## config.mk

```make
export PLATFORM = sky130hd
export DESIGN_NAME = parameter_access_retry_fsm
export DESIGN_NICKNAME = d
export VERILOG_FILES = /design/src/sv/pacc_pkg.sv /design/src/sv/parameter_access_retry_fsm.sv
export SDC_FILE = /design/constraint.sdc
export NUM_CORES = 1
export LEC_CHECK = 0
export ABC_AREA = 1
export BUFFER_PORTS_ARGS = -buffer_cell sky130_fd_sc_hd__clkbuf_2
export CORE_MARGIN = 2
export CORE_UTILIZATION = 37
export CTS_CLUSTER_SIZE = 24
export DETAILED_ROUTE_END_ITERATION = 8
export PLACE_DENSITY = 0.64
export SETUP_SLACK_MARGIN = 0.2
export SYNTH_ARGS = -nofsm -noshare
export SYNTH_HDL_FRONTEND = slang
export SYNTH_SLANG_ARGS = --single-unit
export TNS_END_PERCENT = 1
```

## constraint.sdc

```tcl
create_clock -name clk -period 12.7 [get_ports clk]
set_input_delay 0.635 -clock clk [delete_from_list [all_inputs] [get_ports clk]]
set_output_delay 0.635 -clock clk [all_outputs]
set_load 0.03 [all_outputs]
```

## src/sv/pacc_pkg.sv

```systemverilog
// Shared constants and types for the parameter access requester.
package pacc_pkg;

	// Action codes of an input item.
	localparam logic [2:0] ACT_READ  = 3'd0;
	localparam logic [2:0] ACT_WRITE = 3'd1;
	localparam logic [2:0] ACT_RESP  = 3'd2;
	localparam logic [2:0] ACT_TIME  = 3'd3;
	localparam logic [2:0] ACT_RESET = 3'd4;
	localparam logic [2:0] ACT_FETCH = 3'd5;

	// Response command codes.
	localparam logic [1:0] CMD_READ  = 2'd0;
	localparam logic [1:0] CMD_WRITE = 2'd1;

	// Configuration register indexes.
	localparam logic [1:0] REG_BUSY_MAX    = 2'd0;
	localparam logic [1:0] REG_TIMEOUT_MAX = 2'd1;
	localparam logic [1:0] REG_RESP_TMO    = 2'd2;

	// Reset values of the configuration registers.
	localparam logic [7:0]  BUSY_MAX_RST    = 8'd3;
	localparam logic [7:0]  TIMEOUT_MAX_RST = 8'd3;
	localparam logic [15:0] RESP_TMO_RST    = 16'd200;

	// Frame header length in bytes.
	localparam logic [7:0] HDR_LEN = 8'd7;

	// Status codes reported in comm_state.
	localparam logic [2:0] ST_IDLE    = 3'd0;
	localparam logic [2:0] ST_WAIT    = 3'd1;
	localparam logic [2:0] ST_RETRY   = 3'd2;
	localparam logic [2:0] ST_DONE    = 3'd3;
	localparam logic [2:0] ST_ERROR   = 3'd4;
	localparam logic [2:0] ST_TIMEOUT = 3'd5;

	// One result item.
	typedef struct packed {
		logic [2:0]  comm_state;
		logic        send_valid;
		logic        send_write;
		logic [15:0] send_index;
		logic [7:0]  send_subindex;
		logic [7:0]  send_length;
		logic [31:0] send_data;
		logic        lock_held;
		logic [31:0] object_value;
		logic [7:0]  payload_length;
	} res_t;

endpackage

```

## src/sv/parameter_access_retry_fsm.sv

```systemverilog
// Parameter access requester: retrying read/write request state machine with result buffer.
//
//  channel | direction | handshake              | payload
//  --------+-----------+------------------------+---------------------------------------------
//  in      | input     | in_valid / in_stall    | action, index, subindex, write_data, ...
//  out     | output    | out_valid / out_stall  | comm_state, send_*, lock_held, object_value,
//          |           |                        | payload_length
//  cfg     | input     | cfg_we                 | cfg_index, cfg_data
//
// Each accepted item is evaluated in its own cycle by one level of compares and one 32-bit add.
// Its result is registered and raises out_valid; the block takes one item per cycle while
// in_stall is low. Results sit in a two-entry buffer (result register plus skid register);
// in_stall rises only when both entries are full, so an item is still taken while
// one result waits. The asynchronous reset (arst_n low) returns the machine to idle with all
// counters, keys and captured values cleared and the configuration registers at their defaults.
module parameter_access_retry_fsm (
	input  logic        clk,
	input  logic        arst_n,

	input  logic        cfg_we,
	input  logic [1:0]  cfg_index,
	input  logic [15:0] cfg_data,

	input  logic        in_valid,
	output logic        in_stall,
	input  logic [2:0]  action,
	input  logic [15:0] index,
	input  logic [7:0]  subindex,
	input  logic [31:0] write_data,
	input  logic [2:0]  write_len,
	input  logic        lock_granted,
	input  logic        send_accepted,
	input  logic [1:0]  resp_cmd,
	input  logic [15:0] resp_index,
	input  logic [7:0]  resp_subindex,
	input  logic [7:0]  resp_frame_len,
	input  logic [31:0] resp_data_or_time,

	output logic        out_valid,
	input  logic        out_stall,
	output logic [2:0]  comm_state,
	output logic        send_valid,
	output logic        send_write,
	output logic [15:0] send_index,
	output logic [7:0]  send_subindex,
	output logic [7:0]  send_length,
	output logic [31:0] send_data,
	output logic        lock_held,
	output logic [31:0] object_value,
	output logic [7:0]  payload_length
);

	typedef enum logic [2:0] {
		PH_IDLE    = pacc_pkg::ST_IDLE,
		PH_WAIT    = pacc_pkg::ST_WAIT,
		PH_RETRY   = pacc_pkg::ST_RETRY,
		PH_DONE    = pacc_pkg::ST_DONE,
		PH_ERROR   = pacc_pkg::ST_ERROR,
		PH_TIMEOUT = pacc_pkg::ST_TIMEOUT
	} phase_t;

	// Configuration registers.
	logic [7:0]  busy_max_q;
	logic [7:0]  timeout_max_q;
	logic [15:0] resp_tmo_q;

	// Architectural state.
	phase_t      phase_q,       phase_d;
	logic [7:0]  busy_cnt_q,    busy_cnt_d;
	logic [7:0]  tmo_cnt_q,     tmo_cnt_d;
	logic        lock_q,        lock_d;
	logic        armed_q,       armed_d;
	logic [31:0] sent_time_q,   sent_time_d;
	logic [31:0] cur_time_q,    cur_time_d;
	logic [23:0] read_key_q,    read_key_d;
	logic [23:0] write_key_q,   write_key_d;
	logic [31:0] cap_value_q,   cap_value_d;
	logic [7:0]  cap_len_q,     cap_len_d;

	// Result buffer.
	logic           out_valid_q;
	logic           skid_valid_q;
	pacc_pkg::res_t out_q;
	pacc_pkg::res_t skid_q;
	pacc_pkg::res_t res;

	logic        in_acc;
	logic        out_take;
	logic        out_free;
	logic [23:0] req_key;
	logic [23:0] rsp_key;
	logic [31:0] deadline;
	logic        sent;
	logic        is_write;
	logic        active;
	logic [7:0]  busy_inc;

	assign in_acc   = in_valid && !in_stall;
	assign out_take = out_valid_q && !out_stall;
	assign out_free = !out_valid_q || out_take;
	assign in_stall = skid_valid_q;

	assign req_key  = {index, subindex};
	assign rsp_key  = {resp_index, resp_subindex};
	assign deadline = sent_time_q + {16'd0, resp_tmo_q};
	assign active   = (phase_q == PH_WAIT) || (phase_q == PH_RETRY);
	// The busy counter saturates at its top value.
	assign busy_inc = (busy_cnt_q == 8'hFF) ? busy_cnt_q : busy_cnt_q + 8'd1;

	// Next-state evaluation for the item at the input ports.
	always_comb begin
		phase_d     = phase_q;
		busy_cnt_d  = busy_cnt_q;
		tmo_cnt_d   = tmo_cnt_q;
		lock_d      = lock_q;
		armed_d     = armed_q;
		sent_time_d = sent_time_q;
		cur_time_d  = cur_time_q;
		read_key_d  = read_key_q;
		write_key_d = write_key_q;
		cap_value_d = cap_value_q;
		cap_len_d   = cap_len_q;
		sent        = 1'b0;
		is_write    = (action == pacc_pkg::ACT_WRITE);

		case (action)
			pacc_pkg::ACT_READ, pacc_pkg::ACT_WRITE: begin
				// Requests are taken only in idle or retry; elsewhere they are ignored.
				if ((phase_q == PH_IDLE) || (phase_q == PH_RETRY)) begin
					if (is_write) begin
						write_key_d = req_key;
					end else begin
						read_key_d = req_key;
					end
					lock_d = lock_granted;
					if (lock_granted) begin
						if (send_accepted) begin
							phase_d     = PH_WAIT;
							busy_cnt_d  = 8'd0;
							sent_time_d = cur_time_q;
							armed_d     = 1'b1;
							sent        = 1'b1;
						end else begin
							// Refused send: drop the lock and count a busy retry.
							lock_d     = 1'b0;
							busy_cnt_d = busy_inc;
							phase_d    = (busy_inc > busy_max_q) ? PH_ERROR : PH_RETRY;
						end
					end
				end
			end
			pacc_pkg::ACT_RESP: begin
				if ((resp_cmd == pacc_pkg::CMD_READ) && active && (rsp_key == read_key_q)) begin
					cap_len_d   = resp_frame_len - pacc_pkg::HDR_LEN;
					cap_value_d = resp_data_or_time;
					armed_d     = 1'b0;
					phase_d     = PH_DONE;
					lock_d      = 1'b0;
				end else if ((resp_cmd == pacc_pkg::CMD_WRITE) && active &&
						(rsp_key == write_key_q)) begin
					phase_d = PH_DONE;
					lock_d  = 1'b0;
					armed_d = 1'b0;
				end else begin
					// Mismatched or foreign response; lock and timer are left as they are.
					phase_d = PH_ERROR;
				end
			end
			pacc_pkg::ACT_TIME: begin
				cur_time_d = resp_data_or_time;
				// The deadline wraps; it expires only when strictly below the new time.
				if (armed_q && (deadline < resp_data_or_time)) begin
					armed_d = 1'b0;
					if (tmo_cnt_q < timeout_max_q) begin
						phase_d   = PH_RETRY;
						tmo_cnt_d = tmo_cnt_q + 8'd1;
						lock_d    = 1'b0;
					end else begin
						phase_d   = PH_TIMEOUT;
						tmo_cnt_d = 8'd0;
					end
				end
			end
			pacc_pkg::ACT_RESET: begin
				// The timer keeps its armed flag across a reset action.
				phase_d    = PH_IDLE;
				tmo_cnt_d  = 8'd0;
				busy_cnt_d = 8'd0;
				lock_d     = 1'b0;
			end
			pacc_pkg::ACT_FETCH: begin
				if (phase_q == PH_DONE) begin
					phase_d = PH_IDLE;
				end
			end
			default: begin
				// Unused action codes only report status.
			end
		endcase
	end

	// Result item; frame fields are zero when nothing is sent.
	always_comb begin
		res.comm_state     = phase_d;
		res.send_valid     = sent;
		res.send_write     = sent && is_write;
		res.send_index     = sent ? index : 16'd0;
		res.send_subindex  = sent ? subindex : 8'd0;
		res.send_length    = 8'd0;
		res.send_data      = 32'd0;
		if (sent) begin
			res.send_length = is_write ? (pacc_pkg::HDR_LEN + {5'd0, write_len})
					: pacc_pkg::HDR_LEN;
			res.send_data   = is_write ? write_data : 32'd0;
		end
		res.lock_held      = lock_d;
		res.object_value   = cap_value_d;
		res.payload_length = cap_len_d;
	end

	// Configuration registers; an index beyond the list writes nothing.
	always_ff @(posedge clk or negedge arst_n) begin
		if (!arst_n) begin
			busy_max_q    <= pacc_pkg::BUSY_MAX_RST;
			timeout_max_q <= pacc_pkg::TIMEOUT_MAX_RST;
			resp_tmo_q    <= pacc_pkg::RESP_TMO_RST;
		end else if (cfg_we) begin
			case (cfg_index)
				pacc_pkg::REG_BUSY_MAX:    busy_max_q    <= cfg_data[7:0];
				pacc_pkg::REG_TIMEOUT_MAX: timeout_max_q <= cfg_data[7:0];
				pacc_pkg::REG_RESP_TMO:    resp_tmo_q    <= cfg_data;
				default: begin
				end
			endcase
		end
	end

	// State machine and its companion registers, updated once per accepted item.
	always_ff @(posedge clk or negedge arst_n) begin
		if (!arst_n) begin
			phase_q     <= PH_IDLE;
			busy_cnt_q  <= 8'd0;
			tmo_cnt_q   <= 8'd0;
			lock_q      <= 1'b0;
			armed_q     <= 1'b0;
			sent_time_q <= 32'd0;
			cur_time_q  <= 32'd0;
			read_key_q  <= 24'd0;
			write_key_q <= 24'd0;
			cap_value_q <= 32'd0;
			cap_len_q   <= 8'd0;
		end else if (in_acc) begin
			phase_q     <= phase_d;
			busy_cnt_q  <= busy_cnt_d;
			tmo_cnt_q   <= tmo_cnt_d;
			lock_q      <= lock_d;
			armed_q     <= armed_d;
			sent_time_q <= sent_time_d;
			cur_time_q  <= cur_time_d;
			read_key_q  <= read_key_d;
			write_key_q <= write_key_d;
			cap_value_q <= cap_value_d;
			cap_len_q   <= cap_len_d;
		end
	end

	// Valid bits of the result buffer.
	always_ff @(posedge clk or negedge arst_n) begin
		if (!arst_n) begin
			out_valid_q  <= 1'b0;
			skid_valid_q <= 1'b0;
		end else if (out_free) begin
			if (skid_valid_q) begin
				out_valid_q  <= 1'b1;
				skid_valid_q <= in_acc;
			end else begin
				out_valid_q  <= in_acc;
				skid_valid_q <= 1'b0;
			end
		end else if (in_acc) begin
			skid_valid_q <= 1'b1;
		end
	end

	// Payload of the result buffer; the skid entry always holds the newer item.
	always_ff @(posedge clk) begin
		if (out_free) begin
			if (skid_valid_q) begin
				out_q <= skid_q;
				if (in_acc) begin
					skid_q <= res;
				end
			end else if (in_acc) begin
				out_q <= res;
			end
		end else if (in_acc) begin
			skid_q <= res;
		end
	end

	assign out_valid      = out_valid_q;
	assign comm_state     = out_q.comm_state;
	assign send_valid     = out_q.send_valid;
	assign send_write     = out_q.send_write;
	assign send_index     = out_q.send_index;
	assign send_subindex  = out_q.send_subindex;
	assign send_length    = out_q.send_length;
	assign send_data      = out_q.send_data;
	assign lock_held      = out_q.lock_held;
	assign object_value   = out_q.object_value;
	assign payload_length = out_q.payload_length;

	// The skid entry is only ever filled behind a held result.
	a_skid_behind_out: assert property (@(posedge clk) disable iff (!arst_n)
		skid_valid_q |-> out_valid_q)
		else $error("skid entry valid while result register is empty");

	// An item taken while the result register is blocked lands in the skid entry.
	a_skid_load: assert property (@(posedge clk) disable iff (!arst_n)
		(in_acc && out_valid_q && out_stall) |=> skid_valid_q)
		else $error("accepted item was not buffered behind a stalled result");

	// Waiting for a response always has the response timer running.
	a_wait_armed: assert property (@(posedge clk) disable iff (!arst_n)
		(phase_q == PH_WAIT) |-> armed_q)
		else $error("waiting for a response without an armed timer");

	// A frame is only ever emitted together with the move to waiting.
	a_send_waits: assert property (@(posedge clk) disable iff (!arst_n)
		(out_valid_q && out_q.send_valid) |-> (out_q.comm_state == pacc_pkg::ST_WAIT))
		else $error("request frame emitted without entering the waiting state");

endmodule

```

==> metrics.txt <==
status=completed; Setup Buffers After CTS=0; die height=240.9 um; worst-skew pair later-pin latency=between 0.5 and 0.6 ns; row cnt=86; die width=240.9 um; final period utilization=0.3366; Buffers on Ports=260; DR WL/cell=15.71 um; antenna-violating nets left=0; capturing point of the worst reg2reg path=lock_held$_DFFE_PP_; dpl cells=3298; Die ar.=about 0.058 mm^2; Crit. End Element=flop; Worst Path Required=13.01 ns; top-count cell post-synth=nand2_1; DRC viols=0; IO Count=around 270; Leak Pwr=12.02 nW; share of cells above drive strength 1=0.1681; Nets=2817; cell family with most CP delay=simple AND/OR/NAND/NOR gates; Starting DRT DRC Count=1095; unrepaired setup endpoints after global routing=false; Layout Skew=around 0.021 ns; Pre-Repair DR Iteration Count=7; clock group share of total power=0.320; EDFF count, synth=212; RR Startpoint=resp_tmo_q[0]$_DFFE_PN0P_; synth top area cells=edfxtp_1 31%, dfrtp_1 24%, nand2_1 16%; crit-path max cell delay=around 0.40 ns; switching share of total power=0.3176; CTS resizes=0; async set-reset flop share out of synthesis=0.4940; ys flop type=edfxtp_1; total core area=approximately 0.055 mm^2; Worst path slowest cell=fa_1; Slew HR=0.2941; top routing layer used=met4; Critical Path AT=4.59 ns; Finish-stage setup viols=0; met3 wire len=2.741 mm; vias in the first global route=around 16000; mapped cell area=0.02077 mm^2; H-tree depth=2; Pwr Density=about 160 mW/mm^2; crit path max fanout=7; total track usage=0.1829; Area growth, synth to finish=16.58%; Num CTS Buffers=45; combinational share of power=0.234; startpoint types=flop; Max clock buf depth=3; Cells after Synth=2350; grt ovf=0; Reg power frac=0.445; CTS Root Cell=clkbuf_16; min Tclk post-route=4.275 ns; Hold Buf Count CTS=0; most used cell, CP=nand2_1; DR vias/cell=roughly 4.8; syn avg cell area=slightly below 9 um^2; CTS sink count=about 420; Slew Viols, Final=0; r2r setup slk=8.43 ns; Netlist cell types=52; Power Total=3.984 mW; Worst-Margin Slew=1.059 ns; sum of negative setup slack=0 ns; Yosys reg bits=419; WP buf/inv=2; Peak Freq=roughly 230 MHz; top cells by count, synth=874 x nand2_1, 271 x inv_1, 212 x edfxtp_1; fin cells=3378; GPL Wtd Cong=0.9000; routed wire length=around 53 mm; routed via count=~16000; post-synthesis sequential area ratio=0.5563; CP cell instances=ha_1 -> inv_1 -> fa_1 -> inv_1 -> nand3_1 -> nand2_1 -> a21oi_1 -> o21bai_2 -> a21oi_1 -> o21ai_2 -> nand3_1 -> xor2_1 -> ha_1 -> nand2_1 -> nor2_1 -> nand4_1 -> nor4_1 -> nand2_1 -> nand2_1 -> nand2_1 -> nand3_1 -> nand3_1 -> nand2_1 -> nand2_1; Synth top area share=0.3065; Sw Pwr=1.265 mW; Crit Path Category=reg2reg; R2R cell count=24; first-pass GRT wire length=84.02 mm; final core utilization=0.4378; Hold Path Class=in2async; Fin Hold WS=0.1261 ns; Detail Placement HPWL=37.92 mm; clock slew at reported path FFs=0.06 ns; Initial Util=0.3755; Metal-1 WL=~24 mm; CTS tree=built; worst vdd ir=92.90 uV; initial antenna violation count=1; largest net degree at the start of global routing=slightly below 80; Synth area leader=edfxtp_1; Max Cap Viol=0; Synth warnings=0; WL met2=25.29 mm; Fin. Hold Viols=0; Internal=2.718 mW
[final cells by class]
| class | count | area [um^2] |
|---|---|---|
| antenna | 1 | 2.502 |
| clock buffer | 65 | 1292 |
| clock inverter | 14 | 121.4 |
| fill | 5423 | 31090 |
| inverter | 278 | 1045 |
| multi-input combinational | 1578 | 7836 |
| sequential | 419 | 11560 |
| tap | 748 | 935.9 |
| timing repair buffer | 275 | 1423 |
[metrics by stage]
stage / area [um^2] / worst slack, ns
2_1_floorplan: 20780 / 5.895
3_3_place_gp: 22800 / 8.457
3_5_place_dp: 22800 / 8.426
4_1_cts: 24210 / 8.418
5_1_grt: 24210 / 8.029
6_report: 24210 / 8.425
[worst max path at each step]
stage / from / to / slack [ns] / cells past startpoint
after CTS: resp_tmo_q[0]$_DFFE_PN0P_ / lock_held$_DFFE_PP_ / 8.42 / 24
after global routing: resp_tmo_q[0]$_DFFE_PN0P_ / lock_held$_DFFE_PP_ / 8.03 / 24
after floorplan: in_stall$_DFFE_PN0P_ / comm_state[0]$_DFFE_PP_ / 5.90 / 4
after global placement: resp_tmo_q[0]$_DFFE_PN0P_ / lock_held$_DFFE_PP_ / 8.46 / 24
after detailed placement: resp_tmo_q[0]$_DFFE_PN0P_ / lock_held$_DFFE_PP_ / 8.43 / 24
final: resp_tmo_q[0]$_DFFE_PN0P_ / lock_held$_DFFE_PP_ / 8.43 / 24
[worst register-to-register path: stages (launching register included)]
cell      delay [ns]
dfrtp_1         0.36
ha_1            0.19
inv_1           0.06
fa_1            0.40
inv_1           0.07
nand3_1         0.06
nand2_1         0.12
a21oi_1         0.13
o21bai_2        0.20
a21oi_1         0.17
o21ai_2         0.30
nand3_1         0.16
xor2_1          0.17
ha_1            0.27
nand2_1         0.04
nor2_1          0.11
nand4_1         0.14
nor4_1          0.30
nand2_1         0.19
nand2_1         0.18
nand2_1         0.07
nand3_1         0.07
nand3_1         0.12
nand2_1         0.09
nand2_1         0.06
[flip-flops by register name, summed over array words and instances, names as in the netlist, 3 cells and up]
signal and count:
timeout_max_q 8, phase_q 3, cur_time_q 32, write_key_q 24
send_index 16, skid_q 106, send_length 4, send_subindex 8
payload_length 8, send_data 32, busy_max_q 8, cap_len_q 8
object_value 32, read_key_q 24, sent_time_q 32, comm_state 3
tmo_cnt_q 8, busy_cnt_q 8, resp_tmo_q 16, cap_value_q 32
[power by group through the flow]
stage          Clock [mW]  Combinational, mW  Sequential (mW)
2_1_floorplan           0              0.631             1.82
3_3_place_gp            0              0.907             1.79
3_5_place_dp            0              0.935             1.80
4_1_cts              1.31              0.940             1.77
5_1_grt              1.36               1.08             1.80
6_report             1.28              0.933             1.77
[logic make-up after synthesis]
logic type      share of synthesized area
simple gates                       0.2220
flops                              0.5563
buf+inv                           0.06795
compound gates                    0.07476
fa+ha+maj                         0.04072
xor+xnor                          0.02235
mux                               0.01572
other cells                     0.0001805
[routing by layer]
metal	track usage	vias to the layer above
met5	0	-
met3	0.02974	78
met2	0.3072	404
met4	0.05107	0
li1	-	8010
met1	0.2447	7605
[layout by cell type (no fill, tap or decap), types with 3 or more instances in the layout]
master     synthesis  final
nand2_1          874    873
inv_1            271    269
clkbuf_2           0    259
edfxtp_1         212    212
dfrtp_1          200    199
nor2_1           166    165
o21ai_0          134    134
ha_1              66     66
a21oi_1           54     53
nand3_1           49     49
clkbuf_16          0     46
o21ai_2           37     37
xor2_1            33     33
mux2_2            29     29
nor3_1            25     25
nand4_1           20     20
xnor2_1           20     20
buf_4              6     15
clkbuf_1          52     12
nor4_1             8      8
o21ai_1            8      8
clkbuf_8           0      8
clkinv_2           0      7
o22ai_1            7      7
dfstp_2            7      7
inv_2              6      6
clkinv_1           1      6
a21oi_2            5      5
o21a_1             5      5
nand3b_1           4      4
nand2_2            3      4
conb_1             1      4
and3_1             3      3
Power figures use the tool's default switching activity.
